==> src/design/psu_pkg.sv <==
// ----------------------------------------------------------------------------
// psu_pkg
// Shared types and constants for the particle swarm update block.
// ----------------------------------------------------------------------------
package psu_pkg;

  localparam int unsigned DIMS   = 6;
  localparam int unsigned GAIN_W = 18;
  localparam int unsigned RAND_W = 16;
  localparam int unsigned MUL_BW = 33;
  localparam int unsigned PROD_W = GAIN_W + 1 + MUL_BW;
  localparam int unsigned ACC_W  = 54;

  typedef logic signed [31:0] q16_t;

  localparam logic [1:0] REG_INERTIA   = 2'd0;
  localparam logic [1:0] REG_COGNITIVE = 2'd1;
  localparam logic [1:0] REG_SOCIAL    = 2'd2;

  localparam logic [GAIN_W-1:0] INERTIA_RESET = 18'd52429;
  localparam logic [GAIN_W-1:0] GAIN_RESET    = 18'd6554;

  typedef enum logic [4:0] {
    ST_IDLE,
    ST_SCORE_RD,
    ST_SCORE_CMP,
    ST_COPY_RD,
    ST_COPY_WR,
    ST_SCAN_RD,
    ST_SCAN_CMP,
    ST_GCOPY_RD,
    ST_GCOPY_WR,
    ST_ADVANCE,
    ST_K1,
    ST_K2,
    ST_K3,
    ST_MV_RD,
    ST_MV_M0,
    ST_MV_M1,
    ST_MV_M2,
    ST_MV_ACC,
    ST_MV_RND,
    ST_MV_WR,
    ST_REP_RD,
    ST_REP_WR
  } state_e;

endpackage

==> src/design/psu_mac.sv <==
// ----------------------------------------------------------------------------
// psu_mac
// Shared registered multiplier: unsigned gain times signed operand.
// ----------------------------------------------------------------------------
module psu_mac
  import psu_pkg::*;
(
  input  logic                     clk_i,
  input  logic [GAIN_W-1:0]        a_i,
  input  logic signed [MUL_BW-1:0] b_i,
  output logic signed [PROD_W-1:0] prod_o
);

  logic signed [PROD_W-1:0] prod_q;

  always_ff @(posedge clk_i) begin
    prod_q <= $signed({1'b0, a_i}) * b_i;
  end

  assign prod_o = prod_q;

endmodule

==> config.mk <==
export PLATFORM = sky130hd
export DESIGN_NAME = psu_mac
export DESIGN_NICKNAME = d
export VERILOG_FILES = /design/src/design/psu_pkg.sv /design/src/design/psu_mac.sv
export SDC_FILE = /design/constraint.sdc
export NUM_CORES = 2
export LEC_CHECK = 0
export BUFFER_PORTS_ARGS = -buffer_cell sky130_fd_sc_hd__clkbuf_2
export CELL_PAD_IN_SITES_DETAIL_PLACEMENT = 1
export CELL_PAD_IN_SITES_GLOBAL_PLACEMENT = 2
export CORE_ASPECT_RATIO = 0.7
export CORE_MARGIN = 5
export CORE_UTILIZATION = 37
export CTS_CLUSTER_DIAMETER = 200
export CTS_CLUSTER_SIZE = 28
export DETAILED_ROUTE_END_ITERATION = 12
export PLACE_DENSITY = 0.86
export REMOVE_ABC_BUFFERS = 1
export SYNTH_ARGS = -nofsm -noshare
export SYNTH_HDL_FRONTEND = slang
export SYNTH_SLANG_ARGS = --single-unit
export TNS_END_PERCENT = 30
==> constraint.sdc <==
create_clock -name clk_i -period 6.6 [get_ports clk_i]
set_clock_uncertainty 0.2 [all_clocks]
set_input_delay 0.66 -clock clk_i [delete_from_list [all_inputs] [get_ports clk_i]]
set_output_delay 0.66 -clock clk_i [all_outputs]
set_load 0.01 [all_outputs]
Yosys cells after proc, flatten, opt, wreduce, memory -nomap -nowiden
Index checks and enable logic that the tools add are counted.
Widths: inputs -> output; s select.

operators by class
  multiply operators = 1

operators with widths
  kind            count
  $mul 19x33->52  1

storage, ports and cells
  register bits = 52
  bits of input ports = 52
  word-level logic and storage cells = 2

Logic depth before layout (Yosys ltp)
  depth in word-level cells = 1
  gate-level depth with buffers = 25

Worst setup path after synthesis
No wires, ideal clock.

  path kind = input-to-reg
  from = input port b_i[32]
  to = register prod_q[50] (netlist: prod_o[50])
  stages on the path = 20
  arrival = 6350 ps
  setup slack = -23 ps
  buffers on the path = 1
  cell sequence = clkbuf_1 > nand2_1 > fa_1 > inv_1 > fa_1 > fa_1 > fa_1 > fa_1 > inv_1 > fa_1 > inv_1 > ha_1 > a21o_1 > a21o_1 > a21oi_1 > a21boi_0 > a41oi_2 > a221o_1 > a21oi_2 > xnor2_1

between the ends
  cells in the longest elaborated chain, start to end = 1

RTL lines
  element               line           source
  start, declared       psu_mac.sv:10  input logic signed [MUL_BW-1:0] b_i,
  $mul 19x33->52        psu_mac.sv:17  prod_q <= $signed({1'b0, a_i}) * b_i;
  end signal, assigned  psu_mac.sv:17
  end, declared         psu_mac.sv:14  logic signed [PROD_W-1:0] prod_q;

No other way between the ends.

Worst setup path in the final report
  from = input port a_i[3]
  to = register prod_q[50] (netlist: prod_o[50])

between the ends
  cells in the longest elaborated chain, start to end = 1

RTL lines
  element          line           source
  start, declared  psu_mac.sv:9   input logic [GAIN_W-1:0] a_i,
  $mul 19x33->52   psu_mac.sv:17

No other way between the ends.

==> summary.txt <==
Setup path
  • Crit path largest cell delay: 0.60 ns
  • Most used cell along the critical path: fa_1
  • Crit Path Max Fanout: 8
  • Worst path slowest cell: fa_1
  • Critical Path Sink Type: flop
  • Crit path from: a_i[3]
  • WS Path Type: input port to flop
  • Crit start category: input port
  • Worst path arrival time: 6.62 ns
  • Req. time, crit path: 6.65 ns

Synth
  • Synth warn: 0
  • Syn Inst Count: 2433
  • Syn_area_per_cell: 9.06 um2
  • Cell Area, Synth: 0.0220 mm2
  • Register area share after synthesis: 4.73%
  • Post-synth top flop: dfxtp_1
  • Count of different cell masters after synthesis: 57
  • EDFF count, synth: 0
  • Synth Register Bits: 52
  • Async SR Flop Fraction: 0%

Final layout
  • Largest register FFs: 52
  • Layout Nets: 3517
  • # fillers: 6805
  • Layout cells sized above 1: 19.7%
  • Area of the multi-input gates: 0.0186 mm2
  • Register area: 0.00104 mm2
  • Layout Utilization: 45.8%
  • Area Growth Syn to Fin: 21.9%

Clock tree
  • Num CTS Buffers: 5
  • CTS tree: yes
  • Clock tree buffer depth: 2
  • H-Tree Depth: 2
  • CTS Hold Bufs: 0
  • Clock root cell: clkbuf_16
  • Clock transition at the registers of the reported paths: 0.07 ns
  • Clock net sink count: 52

Route
  • DRC: 0
  • Routed Antenna Nets: 0
  • Drt pass-1 iters: 5
  • DR iter-0 viols: 1142
  • Routed length per instance: 21.2 um
  • DR vias/cell: 4.87
  • Routed WL: 75700 um
  • Via Count: 17400

Die
  • Row Count: 74
  • I/O pin total: 104
  • Core area: 0.0586 mm2
  • Die height: 214 um
  • Initial Utilization: 37.6%
  • Full die area: 0.0646 mm2
  • Die width: 302 um

Hold path
  • Worst hold stages: 3
  • Path type of the worst min-delay path: input port to flop
  • Hold Startpoint: b_i[0]
  • Worst Hold End: prod_o[0]

Placement
  • Routability cong.: 0.899
  • Placed wire-length estimate: 61800 um
  • Number of port buffers: 103
  • DP Worst Slack: -0.433 ns

Global routing
  • Initial antenna violation count: 3
  • GRT overflow: 0
  • GRT Total Usage: 21.7%
  • Vias in the first global route: 20100
  • Largest net degree at the start of global routing: 34
  • First-pass GRT wire length: 111000 um

STA
  • Fmax: 0.152 GHz
  • Post-route minimum period: 6.57 ns
  • Final Slew Violations: 0
  • Tcrit/Tclk final: 99.6%
  • Max-slew headroom: 55.3%
  • Tightest Pin Transition: 0.671 ns
  • Hold Vio Cnt, Final: 0
  • RSZ-0062 raised after global routing: yes
  • Final hold slack: 0.805 ns
  • Final WS setup: 0.0251 ns
  • Setup violators final: 0

Run status
  • Status: completed

Job
  • Max-Cap Viols: 0
## metrics by stage
stage | setup TNS, ns | area, um2 | instances
after CTS | 0 | 25900 | 3541
after detailed placement | -6.26 | 25700 | 3533
after global placement | -4.37 | 25700 | 3533
final | 0 | 26900 | 3563
after floorplan | 0 | 21700 | 2340
after global routing | -0.624 | 26900 | 3562
## how the worst max path moves through the flow
stage	end
after floorplan	prod_o[50]
after global placement	prod_o[41]
after detailed placement	prod_o[51]
after CTS	prod_o[51]
after global routing	prod_o[50]
final	prod_o[50]
## cells by family after synthesis
logic type / count (synthesis) / synth area share, %
AOI/OAI and AO/OA: 147 / 4.68
xor gates and xnor gates: 52 / 2.07
adders and majority gates: 702 / 59.4
buffers and inverters: 787 / 13.5
DFF: 52 / 4.73
and+or+nand+nor: 693 / 15.7
## Yosys cell counts (3+ instances only)
master | instances | area (um2)
ha_1 | 129 | 1610
o211ai_1 | 3 | 22.5
o21ai_0 | 14 | 70.1
xor2_1 | 21 | 184
o31ai_1 | 3 | 22.5
fa_1 | 573 | 11500
nand3_1 | 7 | 35.0
nor3_1 | 6 | 30.0
xnor2_1 | 31 | 272
nor2b_1 | 4 | 25.0
dfxtp_1 | 52 | 1040
and3_1 | 6 | 37.5
o21a_1 | 8 | 60.1
a211oi_1 | 7 | 52.6
nand2_1 | 326 | 1220
o221ai_1 | 3 | 26.3
a21o_1 | 20 | 150
a21oi_1 | 46 | 230
o21ai_1 | 4 | 20.0
nand4_1 | 8 | 50.1
and2_1 | 307 | 1920
a31oi_1 | 5 | 31.3
a21oi_2 | 3 | 26.3
o21bai_1 | 5 | 37.5
nor2_1 | 21 | 78.8
or3_1 | 4 | 25.0
inv_1 | 693 | 2600
clkbuf_1 | 89 | 334
## cells in the final DEF, fill, tap and decap left out, drive strengths merged, types with 2 or more instances in the layout
master / Yosys / final
a211oi: 8 / 8
a21boi: 2 / 2
o21a: 8 / 8
a2111oi: 3 / 3
o21bai: 5 / 5
xor2: 21 / 21
clkbuf: 90 / 100
nor2: 21 / 21
ha: 129 / 129
dfxtp: 52 / 52
a41oi: 2 / 2
o221ai: 3 / 3
inv: 693 / 693
or3: 4 / 4
a31oi: 5 / 5
nand3: 7 / 7
o22ai: 3 / 3
nor2b: 4 / 4
nand2: 326 / 326
nand4: 8 / 8
o31ai: 4 / 4
a21oi: 51 / 51
nor3: 6 / 6
clkinv: 1 / 2
xnor2: 31 / 31
o2111ai: 2 / 2
fa: 573 / 573
buf: 3 / 322
and2: 307 / 307
o21ai: 19 / 19
a21o: 20 / 20
and3: 6 / 6
o211ai: 4 / 4
nor4: 2 / 2
## what timing repair did
action                                  in CTS  in global routing
resized for setup                           21                183
gates cloned                                 0                 10
endpoints found under the setup margin       8                 20
setup buffers                                0                 13
hold endpoints to repair                     0                  0
pin swaps                                    7                 63
## routing by layer
| layer | vias up | part of all wire [%] | global-route usage [%] |
|---|---|---|---|
| met3 | 62 | 6.4 | 2.63 |
| met5 | - | 0 | 0 |
| met4 | 0 | 1.4 | 2.73 |
| li1 | 7576 | - | - |
| met1 | 9220 | 45 | 31.5 |
| met2 | 494 | 47 | 36.1 |
## final cells by class
cell class	instances	share of cell area (%)
clock buffers	6	0.480
multi-input cells	1594	69.3
clock inverters	2	0.0606
diodes	1	0.00932
inverters	694	9.70
flip-flops and latches	52	3.88
well taps	798	3.72
repair buffers	416	12.8
## worst max-delay path: cells and delay by family
kind / cells / cell delay, ns
buf+inv: 9 / 0.95
fa+ha+maj: 7 / 3.23
simple gates: 1 / 0.16
xor+xnor: 1 / 0.12
compound gates: 8 / 1.46
Power is not shown: default switching activity piles up to over one toggle a cycle in this logic, so the estimate is an artifact.
